===== src/sv/fcau_pkg.sv =====
// ----------------------------------------------------------------------------
// fcau_pkg: shared types and constants
// Widths, command codes and the per-cell control word of the FIR correlator.
// ----------------------------------------------------------------------------
package fcau_pkg;

  localparam int MAX_TAPS = 16;
  localparam int TAP_W    = $clog2(MAX_TAPS);
  localparam int CNT_W    = $clog2(MAX_TAPS + 1);
  localparam int IDX_W    = 4;
  localparam int CFG_W    = 5;
  localparam int SMP_W    = 16;
  localparam int PROD_W   = 2 * SMP_W;
  localparam int ACC_W    = 40;
  localparam int GRP_N    = (MAX_TAPS + 3) / 4;
  localparam int GRP_W    = PROD_W + 2;
  localparam int TOT_W    = PROD_W + CNT_W;
  localparam int SUM_W    = ((TOT_W > ACC_W) ? TOT_W : ACC_W) + 1;

  localparam logic [CFG_W-1:0] TAP_COUNT_RESET = CFG_W'(16);

  localparam logic CMD_LOAD   = 1'b0;
  localparam logic CMD_SAMPLE = 1'b1;

  typedef logic signed [PROD_W-1:0] prod_t;

  typedef struct packed {
    logic load;       // write coefficient
    logic insert;     // take the new sample
    logic take_next;  // take neighbor above (sample shift or rotate down)
    logic take_prev;  // take neighbor below (rotate up)
    logic active;     // tap in use
    logic adv;        // pipeline advance
  } cell_ctl_t;

endpackage


===== src/sv/fcau_sum.sv =====
// ----------------------------------------------------------------------------
// fcau_sum: registered adder tree and saturation
// Sums the tap products in groups of four, adds the group sums and the
// accumulator input, and saturates to 40 bits into the output register.
// ----------------------------------------------------------------------------
module fcau_sum (
  input  logic                                clk,
  input  logic                                rst,
  input  logic                                en,
  input  logic                                v_in,
  input  logic signed [fcau_pkg::ACC_W-1:0]   acc_in,
  input  fcau_pkg::prod_t                     prods [fcau_pkg::MAX_TAPS],
  output logic                                out_valid,
  output logic signed [fcau_pkg::ACC_W-1:0]   result
);

  logic signed [fcau_pkg::GRP_W-1:0] grp      [fcau_pkg::GRP_N];
  logic signed [fcau_pkg::GRP_W-1:0] grp_next [fcau_pkg::GRP_N];
  logic signed [fcau_pkg::TOT_W-1:0] tot;
  logic signed [fcau_pkg::TOT_W-1:0] tot_next;
  logic signed [fcau_pkg::ACC_W-1:0] acc2;
  logic signed [fcau_pkg::ACC_W-1:0] acc3;
  logic signed [fcau_pkg::SUM_W-1:0] sum;
  logic signed [fcau_pkg::ACC_W-1:0] result_next;
  logic                              v2;
  logic                              v3;
  logic                              ovf;

  always_comb begin
    for (int g = 0; g < fcau_pkg::GRP_N; g++) begin
      grp_next[g] = '0;
      for (int i = 0; i < 4; i++) begin
        if (g * 4 + i < fcau_pkg::MAX_TAPS) begin
          grp_next[g] = grp_next[g] + fcau_pkg::GRP_W'(prods[g * 4 + i]);
        end
      end
    end
  end

  always_comb begin
    tot_next = '0;
    for (int g = 0; g < fcau_pkg::GRP_N; g++) begin
      tot_next = tot_next + fcau_pkg::TOT_W'(grp[g]);
    end
  end

  always_comb begin
    sum = fcau_pkg::SUM_W'(acc3) + fcau_pkg::SUM_W'(tot);
    ovf = (|sum[fcau_pkg::SUM_W-1:fcau_pkg::ACC_W-1])
        & ~(&sum[fcau_pkg::SUM_W-1:fcau_pkg::ACC_W-1]);
    if (ovf) begin
      result_next = sum[fcau_pkg::SUM_W-1] ? {1'b1, {(fcau_pkg::ACC_W-1){1'b0}}}
                                           : {1'b0, {(fcau_pkg::ACC_W-1){1'b1}}};
    end else begin
      result_next = sum[fcau_pkg::ACC_W-1:0];
    end
  end

  always_ff @(posedge clk) begin
    if (en) begin
      grp    <= grp_next;
      acc2   <= acc_in;
      tot    <= tot_next;
      acc3   <= acc2;
      result <= result_next;
    end
  end

  always_ff @(posedge clk) begin
    if (rst) begin
      v2        <= 1'b0;
      v3        <= 1'b0;
      out_valid <= 1'b0;
    end else if (en) begin
      v2        <= v_in;
      v3        <= v2;
      out_valid <= v3;
    end
  end

endmodule


===== config.mk =====
export PLATFORM = sky130hd
export DESIGN_NAME = fcau_sum
export DESIGN_NICKNAME = d
export VERILOG_FILES = /design/src/sv/fcau_pkg.sv /design/src/sv/fcau_sum.sv
export SDC_FILE = /design/constraint.sdc
export NUM_CORES = 1
export LEC_CHECK = 0
export ABC_AREA = 1
export BUFFER_PORTS_ARGS = -buffer_cell sky130_fd_sc_hd__buf_2
export CORE_MARGIN = 2
export CORE_UTILIZATION = 52
export DETAILED_ROUTE_END_ITERATION = 8
export PLACE_DENSITY = 0.78
export SLEW_MARGIN = 30
export SYNTH_ARGS = -nofsm -noshare
export SYNTH_HDL_FRONTEND = slang
export SYNTH_SLANG_ARGS = --single-unit

===== constraint.sdc =====
create_clock -name clk -period 7.4 [get_ports clk]
set_input_delay 1.48 -clock clk [delete_from_list [all_inputs] [get_ports clk]]
set_output_delay 1.48 -clock clk [all_outputs]
set_load 0.02 [all_outputs]

; ---- Word level (Yosys, flattened, before mapping)
; Index checks and enable logic that the tools add are counted.
[totals]
reg_bits = 296
in_bits = 556
out_inout_bits = 41
wordCells = 33
[op_classes]
add_sub_neg = 16
n_mux = 2
bitwise = 2
n_reduce_logical = 2
[ops]
columns = operator, n
row1 = $add 33x32->34, 4
row2 = $add 34x32->34, 4
row3 = $add 32x32->33, 4
row4 = $mux 40, 2
row5 = $add 40x37->41, 1
row6 = $add 36x34->37, 1
row7 = $add 35x34->36, 1
row8 = $add 34x34->35, 1
row9 = $reduce_and 2->1, 1
row10 = $reduce_or 2->1, 1
row11 = $and 1x1->1, 1
row12 = $not 1->1, 1

; ---- Logic depth before layout (Yosys ltp)
[logic_depth]
depth_word = 5
mapped_depth = 18
mapped_depth_nobuf = 17

; ---- Worst setup path after synthesis
; No wires, ideal clock.
[synth_timing]
path_type = input to register
start = in prods[257] (netlist name)
end = reg grp[95] (netlist name) (data pin)
setup_ps = 259
arrival_time_ps = 4203
required_time_ps = 7141
setup_slack_ps = 2938
stages = 14
path_buffers = 0
path_cell_list = inv_1 -> fa_1 -> inv_1 -> fa_1 -> ha_1 -> fa_1 -> nand3_1 -> nand2_1 -> a21oi_1 -> o21ai_0 -> a21oi_1 -> o21ai_0 -> nand2_1 -> nand2_1
[synth_lines]
columns = item, line
row1 = from (decl), fcau_sum.sv:12  ; input fcau_pkg::prod_t prods [fcau_pkg::MAX_TAPS],
row2 = to (signal assigned), fcau_sum.sv:61  ; grp <= grp_next;
row3 = to (decl), fcau_sum.sv:17  ; logic signed [fcau_pkg::GRP_W-1:0] grp [fcau_pkg::GRP_N];

==> flow_metrics.env <==
export IMPL_cts_tree="done"
export IMPL_grt_pass1_wl_um=134600
export IMPL_synth_top_cell_area_share_pct=28.37
export IMPL_worst_slack_ps=2730
export IMPL_critPathCaptureType="flip-flop"
export IMPL_crit_type="in -> reg"
export IMPL_status="finished clean"
export IMPL_cts_hold_buf=0
export IMPL_syn_inst=3676
export IMPL_finClkSkew_ps=24.46
export IMPL_cp_max_fo=4
export IMPL_drt_wl_total_um=86380
export IMPL_antenna_found_initial=2
export IMPL_clk_pin_slew_worst_paths_ps=60
export IMPL_row_count=89
export IMPL_seqCellArea_mm2=0.008859
export IMPL_cts_resized_gates=0
export IMPL_cts_root_buffer="clkbuf_16"
export IMPL_gp_congestion=0.9499
export IMPL_min_path_type="reg -> reg"
export IMPL_overflow=0
export IMPL_initialDrtViolationCount=1534
export IMPL_syn2layout_area_growth_pct=16.05
export IMPL_required_ps=7680
export IMPL_grt_max_degree=111
export IMPL_synth_largest_area_cell="edfxtp_1"
export IMPL_cts_inserted_buffers=34
export IMPL_synthFlopType="edfxtp_1"
export IMPL_synthArstFlopShare_pct=0
export IMPL_synth_net_count=4770
export IMPL_track_usage_pct=28.40
export IMPL_synth_seq_cells=296
export IMPL_die_y_um=248.2
export IMPL_netlist_cell_type_count=44
export IMPL_wl_per_cell_um=16.93
export IMPL_dieArea_mm2=0.06162
export IMPL_clk_latency_ps=550
export IMPL_clock_sinks=296
export IMPL_multi_input_area_mm2=0.01802
export IMPL_nets=5397
export IMPL_cap_violations=0
export IMPL_final_max_slew_viol_count=0
export IMPL_viasPerCell=4.985
export IMPL_drive_gt1_share_pct=16.50
export IMPL_setup_tns_ps=0
export IMPL_drc=0
export IMPL_relSlewSlack_pct=38.51
export IMPL_synth_area_leaders="edfxtp_1, fa_1, inv_1, ha_1, nand2_1"
export IMPL_hpwlAfterDp_um=75860
export IMPL_critical_path_arrival_ps=4950
export IMPL_final_hold_viol_count=0
export IMPL_nFillCells=5368
export IMPL_fmax_mhz=214.1
export IMPL_grt_pass1_vias=26031
export IMPL_worst_setup_path_start_kind="input pin"
export IMPL_setup_violations_final=0
export IMPL_rsz0062_at_grt="false"
export IMPL_yosysWarnings=0
export IMPL_fin_crit_sh_pct=63.10
export IMPL_post_cts_setup_buffer_count=0
export IMPL_antenna_left=0
export IMPL_tightest_slew_ps=922.3
export IMPL_ys_seq_area_share_pct=28.56
export IMPL_fp_dieW_um=248.2
export IMPL_synth_edf_count=293
export IMPL_io_buffers=596
export IMPL_coreArea_mm2=0.05902
export IMPL_fin_crit_ps=4670
export IMPL_syn_avg_cell_area_um2=8.438
export IMPL_pre_cts_slack_ps=2166
export IMPL_synth_cell_area_mm2=0.03102
export IMPL_io_pins=597
export IMPL_vias=25427
export IMPL_firstDrtPassIters=6
export IMPL_initial_core_util_pct=52.55
export IMPL_cts_max_path_buffers=3
export IMPL_htreeDepth=2
[area by class of cell]
| class | instances | area share, % |
|---|---|---|
| clock buffer | 40 | 2.426 |
| antenna | 1 | 0.006952 |
| inverter | 1078 | 11.24 |
| sequential | 296 | 24.61 |
| timing repair buffer | 599 | 8.387 |
| clock inverter | 20 | 0.5805 |
| tap | 773 | 2.687 |
| multi-input combinational | 2294 | 50.06 |
[sequential cells by signal (all words and copies together) (netlist names)]
| signal | flops |
|---|---|
| v2 | 1 |
| v3 | 1 |
| grp | 136 |
| result | 40 |
| acc2 | 40 |
| acc3 | 40 |
| tot | 37 |
| out_valid | 1 |
[Yosys cell counts, drive strengths merged, types with 12 or more instances]
library cell	count
inv	1078
nand2	647
fa	330
edfxtp	293
a21oi	264
nor2	259
ha	208
o21ai	137
xor2	114
nand3	95
xnor2	47
o21bai	33
nor3	30
a21o	26
nand4	22
a31oi	21
o211ai	14
o21a	12
[final timing paths]
path                    from       end  slack [ps]  cells past startpoint
setup reg to reg     grp[69]   tot[21]        3470                     14
hold reg to reg     acc2[29]  acc3[29]         420                      0
hold / removal      acc2[29]  acc3[29]         420                      0
setup / recovery  prods[257]   grp[95]        2730                     15
[cell usage in the layout, fill, tap and decap left out, drive strengths merged, types with 33 or more instances in the layout]
cell	instances
edfxtp	293
o21ai	137
inv	1084
ha	208
xor2	114
buf	599
nand2	647
fa	330
nand3	95
a21oi	264
o21bai	33
nor2	259
clkbuf	40
xnor2	47
[routing by layer]
metal	up-vias	wire [um]	share of wire, %	track usage [%]
met5	-	0	0	0
met4	0	2279	2.6	7.353
met3	122	4227	4.9	2.973
met2	746	44710	52	52.36
met1	11959	35160	41	35.46
li1	12600	-	-	-
[cells by family after synthesis]
group | Yosys count | synth area share, %
adders and majority gates | 538 | 29.69
DFF | 296 | 28.56
xor gates and xnor gates | 161 | 4.546
AOI/OAI and AO/OA | 526 | 9.665
and+or+nand+nor | 1069 | 14.20
buffers and inverters | 1086 | 13.34
[metrics by stage]
stage | area, um^2 | util (%) | cells | hold slack (ps)
floorplan | 31020 | - | 3676 | 400.3
global placement | 34910 | 59.15 | 5040 | 401.8
detailed placement | 34910 | 59.15 | 5040 | 404.5
CTS | 35990 | 60.98 | 5100 | 418.2
global route | 36000 | 60.99 | 5101 | 422.4
finish | 36000 | 60.99 | 5101 | 417.6
[worst max-delay path, cell delays in order]
cell,delay [ps]
buf_2,80
inv_1,60
fa_1,530
inv_1,50
fa_1,440
ha_1,250
fa_1,470
nand3_1,110
nand2_1,180
a21oi_1,400
o21ai_0,320
a21oi_1,320
o21ai_0,120
nand2_1,80
nand2_1,50
Power is not shown: default switching activity piles up to over one toggle a cycle in this logic, so the estimate is an artifact.
