File: config.mk
export PLATFORM = sky130hd
export DESIGN_NAME = fcau_cell
export DESIGN_NICKNAME = d
export VERILOG_FILES = /design/src/sv/fcau_pkg.sv /design/src/sv/fcau_cell.sv
export SDC_FILE = /design/constraint.sdc
export NUM_CORES = 1
export LEC_CHECK = 0
export BUFFER_PORTS_ARGS = -buffer_cell sky130_fd_sc_hd__buf_2
export CAP_MARGIN = 20
export CORE_AREA = 2 2 153 155
export DETAILED_ROUTE_END_ITERATION = 10
export DIE_AREA = 0 0 155 157
export GPL_TIMING_DRIVEN = 0
export PLACE_DENSITY = 0.74
export SLEW_MARGIN = 20
export SYNTH_ARGS = -nofsm -noshare
export SYNTH_HDL_FRONTEND = slang
export SYNTH_SLANG_ARGS = --single-unit
File: constraint.sdc
create_clock -name clk -period 8.5 [get_ports clk]
set_clock_uncertainty 0.2 [all_clocks]
set_input_delay 1.7 -clock clk [delete_from_list [all_inputs] [get_ports clk]]
set_output_delay 1.7 -clock clk [all_outputs]
set_load 0.02 [all_outputs]
File: src/sv/fcau_pkg.sv
// ----------------------------------------------------------------------------
// fcau_pkg: shared types and constants
// Widths, command codes and the per-cell control word of the FIR correlator.
// ----------------------------------------------------------------------------
package fcau_pkg;

  localparam int MAX_TAPS = 16;
  localparam int TAP_W    = $clog2(MAX_TAPS);
  localparam int CNT_W    = $clog2(MAX_TAPS + 1);
  localparam int IDX_W    = 4;
  localparam int CFG_W    = 5;
  localparam int SMP_W    = 16;
  localparam int PROD_W   = 2 * SMP_W;
  localparam int ACC_W    = 40;
  localparam int GRP_N    = (MAX_TAPS + 3) / 4;
  localparam int GRP_W    = PROD_W + 2;
  localparam int TOT_W    = PROD_W + CNT_W;
  localparam int SUM_W    = ((TOT_W > ACC_W) ? TOT_W : ACC_W) + 1;

  localparam logic [CFG_W-1:0] TAP_COUNT_RESET = CFG_W'(16);

  localparam logic CMD_LOAD   = 1'b0;
  localparam logic CMD_SAMPLE = 1'b1;

  typedef logic signed [PROD_W-1:0] prod_t;

  typedef struct packed {
    logic load;       // write coefficient
    logic insert;     // take the new sample
    logic take_next;  // take neighbor above (sample shift or rotate down)
    logic take_prev;  // take neighbor below (rotate up)
    logic active;     // tap in use
    logic adv;        // pipeline advance
  } cell_ctl_t;

endpackage

File: src/sv/fcau_cell.sv
// ----------------------------------------------------------------------------
// fcau_cell: one tap of the correlator
// Holds one delay-line sample and one coefficient, hands its sample to its
// neighbors and registers the tap product.
// ----------------------------------------------------------------------------
module fcau_cell (
  input  logic                                  clk,
  input  logic                                  rst,
  input  fcau_pkg::cell_ctl_t                   ctl,
  input  logic signed [fcau_pkg::SMP_W-1:0]     coef_in,
  input  logic signed [fcau_pkg::SMP_W-1:0]     sample_in,
  input  logic signed [fcau_pkg::SMP_W-1:0]     from_next,
  input  logic signed [fcau_pkg::SMP_W-1:0]     from_prev,
  output logic signed [fcau_pkg::SMP_W-1:0]     tap,
  output fcau_pkg::prod_t                       product
);

  logic signed [fcau_pkg::SMP_W-1:0] coef;
  logic signed [fcau_pkg::SMP_W-1:0] tap_next;

  always_comb begin
    if (ctl.insert) begin
      tap_next = sample_in;
    end else if (ctl.take_next) begin
      tap_next = from_next;
    end else if (ctl.take_prev) begin
      tap_next = from_prev;
    end else begin
      tap_next = tap;
    end
  end

  always_ff @(posedge clk) begin
    tap <= tap_next;
    if (ctl.adv) begin
      product <= ctl.active ? fcau_pkg::prod_t'(coef) * fcau_pkg::prod_t'(tap_next) : '0;
    end
  end

  always_ff @(posedge clk) begin
    if (rst) begin
      coef <= '0;
    end else if (ctl.load) begin
      coef <= coef_in;
    end
  end

endmodule

======== After elaboration in Yosys (flattened, before gate mapping) ========
Index checks and enable logic that the tools add are counted.
storage, ports and cells
  register bits after elaboration ......... 64
  bits in latches ......................... 0
  RAM bits ................................ 0
  bits in read-only memories .............. 0
  bits of input ports ..................... 72
  output and inout bits ................... 48
  logic and storage cells ................. 7
  memories kept ........................... 0
operators by class
  add/subtract/negate cells ............... 0
  multiply operators ...................... 1
  divide/modulo/power cells ............... 0
  order comparisons ....................... 0
  eq/ne operators ......................... 0
  shift operators ......................... 0
  muxes and demuxes ....................... 3
  bitwise operators ....................... 0
  reduce and logical (&&, ||, !) cells .... 0
operators with widths
  cell                                            count
  16-bit 2-to-1 mux                               3
  16-bit by 16-bit multiplier with 32-bit output  1

======== Logic depth before layout (Yosys ltp) ========
  depth in word-level cells ............... 4
  depth in mapped cells ................... 27
  mapped depth without buffers ............ 25

======== Least setup slack after synthesis ========
Ideal clock, no wire load.
  path kind ............................... input to register
  start ................................... in ctl[2] in the netlist's numbering
  end ..................................... reg product[31], data pin
  setup time .............................. 0.255 ns
  arrival time ............................ 7.765 ns
  required time ........................... 8.045 ns
  path slack .............................. 0.280 ns
  stages on the path ...................... 24
  buffers on the path ..................... 3
  path through ............................ buf_2 > buf_4 > mux2i_1 > nor2_1 > a21oi_1 > o21ai_1 > buf_2 > nand2_1 > inv_1 > fa_1 > fa_1 > inv_1 > fa_1 > fa_1 > fa_1 > fa_1 > inv_1 > ha_1 > a21o_1 > a21oi_1 > nor3b_1 > o311ai_0 > a21oi_1 > and3b_1
on the way
  longest elaborated chain between the ends .. 4
RTL lines
  element                                         RTL line         RTL
  start: declaration                              fcau_cell.sv:9   input fcau_pkg::cell_ctl_t ctl,
  16-bit 2-to-1 mux                               fcau_cell.sv:26  end else if (ctl.take_prev) begin
  16-bit 2-to-1 mux                               fcau_cell.sv:24  end else if (ctl.take_next) begin
  16-bit 2-to-1 mux                               fcau_cell.sv:22  if (ctl.insert) begin
  named net tap_next, one bit                     fcau_cell.sv:19  logic signed [fcau_pkg::SMP_W-1:0] tap_next;
  16-bit by 16-bit multiplier with 32-bit output  fcau_cell.sv:36  product <= ctl.active ? fcau_pkg::prod_t'(coef) * fcau_pkg::prod_t'(tap_next) : '0;
  end signal: assignment                          fcau_cell.sv:36
  end: declaration                                fcau_cell.sv:15  output fcau_pkg::prod_t product
The timed path passes the listed nets, and every way through them passes these cells.
A chain may end at the register's enable or synchronous reset.

======== Final worst setup path ========
  start ................................... in ctl[3] in the netlist's numbering
  end ..................................... reg product[27], data pin
on the way
  longest elaborated chain between the ends .. 3
RTL lines
  element                                         RTL line
  16-bit 2-to-1 mux                               fcau_cell.sv:24
  16-bit 2-to-1 mux                               fcau_cell.sv:22
  named net tap_next, one bit                     fcau_cell.sv:19
  16-bit by 16-bit multiplier with 32-bit output  fcau_cell.sv:36
The timed path passes the listed nets, and every way through them passes these cells.

==> results.yml <==
die:
  dieArea_mm2: 0.02434
  io_pins: 120
  std_cell_rows: 55
  core_area_mm2: 0.02250
  initial_core_util: 0.5532
  die_y_um: 157
  fp.dieW_um: 155
synth:
  syn_nets: 1739
  synthAdderAreaFrac: 0.5038
  yosys.area.top_type_share: 0.4213
  yosys.area.top_type: "fa_1"
  synth-edff-count: 32
  synth.area.top_cells: "fa_1, inv_1, ha_1, edfxtp_1, dfxtp_1"
  netlist_instances: 1323
  ys_types: 50
  post-synth-top-count-cell: "inv_1"
  synth-seq-area-share: 0.1287
  syn_area_mm2: 0.01245
  async_flop_share: 0
  synthSimpleGateAreaFrac: 0.1556
  synthXorXnorAreaFrac: 0.01829
  synth-compound-area-share: 0.05930
  ys.flop_type: "edfxtp_1"
  synthMuxAreaShare: 0.02895
  netlist_top_cells_count: "inv_1, fa_1, nand2_1, ha_1, and2_1"
  yosysWarnings: 0
  synth_seq_cells: 64
  synth_top_family_by_area: "adder cells"
  synth.avg_cell_area_um2: 9.409
route:
  routed_via_density: 5.473
  drt_iter0_markers: 635
  drtAntennaViolNets: 0
  dr.pass1.iters: 5
  wl_per_cell_um: 18.47
  drt_wl_total_mm: 32.35
  post-route-drc-count: 0
  via_count: 9589
sta:
  tightest_slew_ns: 0.7968
  slew_viol_final: 0
  hold_slack_ns: 0.4883
  fin_crit_ns: 8.294
  clock.fmax_mhz: 120.6
  hold_viol: 0
  fin_crit_sh: 0.9758
  slew_headroom: 0.4688
  setup_violations: 0
grt:
  grt_max_degree: 33
  antenna_found_initial: 0
  grt_pass1_vias: 10100
  grt_pass1_wl_mm: 51.22
  track_usage: 0.2786
  grt.overflow.total: 0
clocking:
  insertion_delay_ns: 0.35
  cts_buffers: 9
  cts_tree: "done"
  clock-sinks: 64
  cts_buffer_depth: 2
  hold_buffers: 0
  cts_root_buf: "clkbuf_16"
  htreeDepth: 3
  path_clk_slew_ns: 0.06
final_layout:
  finish.utilization: 0.6227
  syn_to_final_growth_pct: 12.56
  stdcell_area_mm2: 0.01401
  antenna_cells: 0
  drive_gt1_frac: 0.1384
  layout.nets: 1878
placement:
  place_congestion: 0.9622
  dp_hpwl_mm: 26.40
  portBuffers: 116
  dpl_cell_area_mm2: 0.01339
worst_setup_path:
  cp.required_ns: 8.41
  endpoint_kind: "register"
  timing.rr.start: "coef[7]"
  start_kind: "primary input"
  arrival_ns: 8.20
  setup.worst_path.start: "ctl[3]"
  slowest_stage: "fa_1"
  worst-setup-path-type: "primary input to register"
  cp_max_fo: 10
  cpMostUsedCell: "fa_1"
  slowest_delay_ns: 0.57
power:
  p_per_area_mw_per_mm2: 247.3
  vdd_drop_max_uv: 270.3
  p_leak_nw: 7.135
run:
  drv_cap: 0
outcome:
  status: "completed"
min_path:
  min_from: "coef[14]"
  hold_path_class: "register to register"
[sequential cells by signal (all words and copies together) (netlist names)]
signal,flops
product,32
tap,16
coef,16
[critical path: cells and delay by family]
family / cells / cell delay, ns
adders and majority gates: 7 / 3.39
AOI/OAI and AO/OA: 7 / 1.37
buffers and inverters: 11 / 1.24
and+or+nand+nor: 3 / 0.36
xor gates and xnor gates: 1 / 0.15
[power by group]
part	switching, mW	internal (mW)	leakage [nW]
registers	0.0332	0.439	0.593
clock network	0.162	0.227	0.146
logic	1.49	1.11	6.40
total	1.69	1.78	7.14
[what timing repair did]
item | in CTS | in global routing
setup buffers | 2 | 11
pin swaps | 2 | 6
endpoints found under the setup margin | 15 | 14
resized for setup | 28 | 37
[stage by stage]
step	instances	power (mW)	TNS, ns	setup WS [ns]
CTS	1742	3.450	0	0.01322
finish	1752	3.465	0	0.2058
global placement	1724	2.985	-11.26	-1.011
floorplan	1323	2.406	0	0.2799
detailed placement	1724	3.033	-12.22	-1.050
global route	1752	3.811	-0.01594	-0.01594
[layout make-up]
cell class / instances / area, µm²
fill: 1908 / 8491
clock inverter: 7 / 70.07
timing repair buffer: 129 / 690.7
buffer: 49 / 249.0
clock buffer: 9 / 225.2
tap: 285 / 356.6
multi-input combinational: 915 / 9716
inverter: 294 / 1104
sequential: 64 / 1602
[path summary, 6_finish.rpt]
| check | to | slack (ns) | cells past startpoint |
|---|---|---|---|
| worst max-delay path | product[27] | 0.21 | 29 |
| worst min register to register | coef[14] | 0.49 | 2 |
| worst min-delay path | coef[14] | 0.49 | 2 |
| worst max register to register | product[27] | 1.42 | 23 |
[placed cells by master (no fill, tap or decap), types with 4 or more instances in the layout]
cell / instances
nor2_1: 49
buf_2: 123
and3b_1: 5
xnor2_1: 20
xor2_1: 6
ha_1: 82
o21ai_4: 9
nand2b_1: 6
clkbuf_1: 25
fa_1: 260
or2_2: 8
edfxtp_1: 32
nand2_1: 154
a21o_1: 7
o21ai_0: 16
buf_4: 15
a21oi_1: 45
clkbuf_16: 9
nor3_1: 6
a21oi_2: 4
and2_1: 75
mux2i_1: 36
nor2b_1: 69
clkbuf_4: 7
o211ai_1: 4
inv_1: 293
nand3_1: 6
dfxtp_1: 32
[cells by family after synthesis]
kind of cell             count (synthesis)
buffers and inverters                  344
multiplexers                            36
XOR/XNOR                                26
AND/OR/NAND/NOR                        390
adder cells (fa/ha/maj)                344
AO/OA/AOI/OAI                          119
flip-flops                              64
[routing by layer]
layer  up-vias  routed length, µm  global-route usage
met5         -                  0                   0
met4         0               1449              0.1265
met3        83               2597             0.05204
met2       379              16500              0.4794
met1      4863              11810              0.3432
li1       4264                  -                   -
No activity file was read; power rests on OpenSTA's default activity.
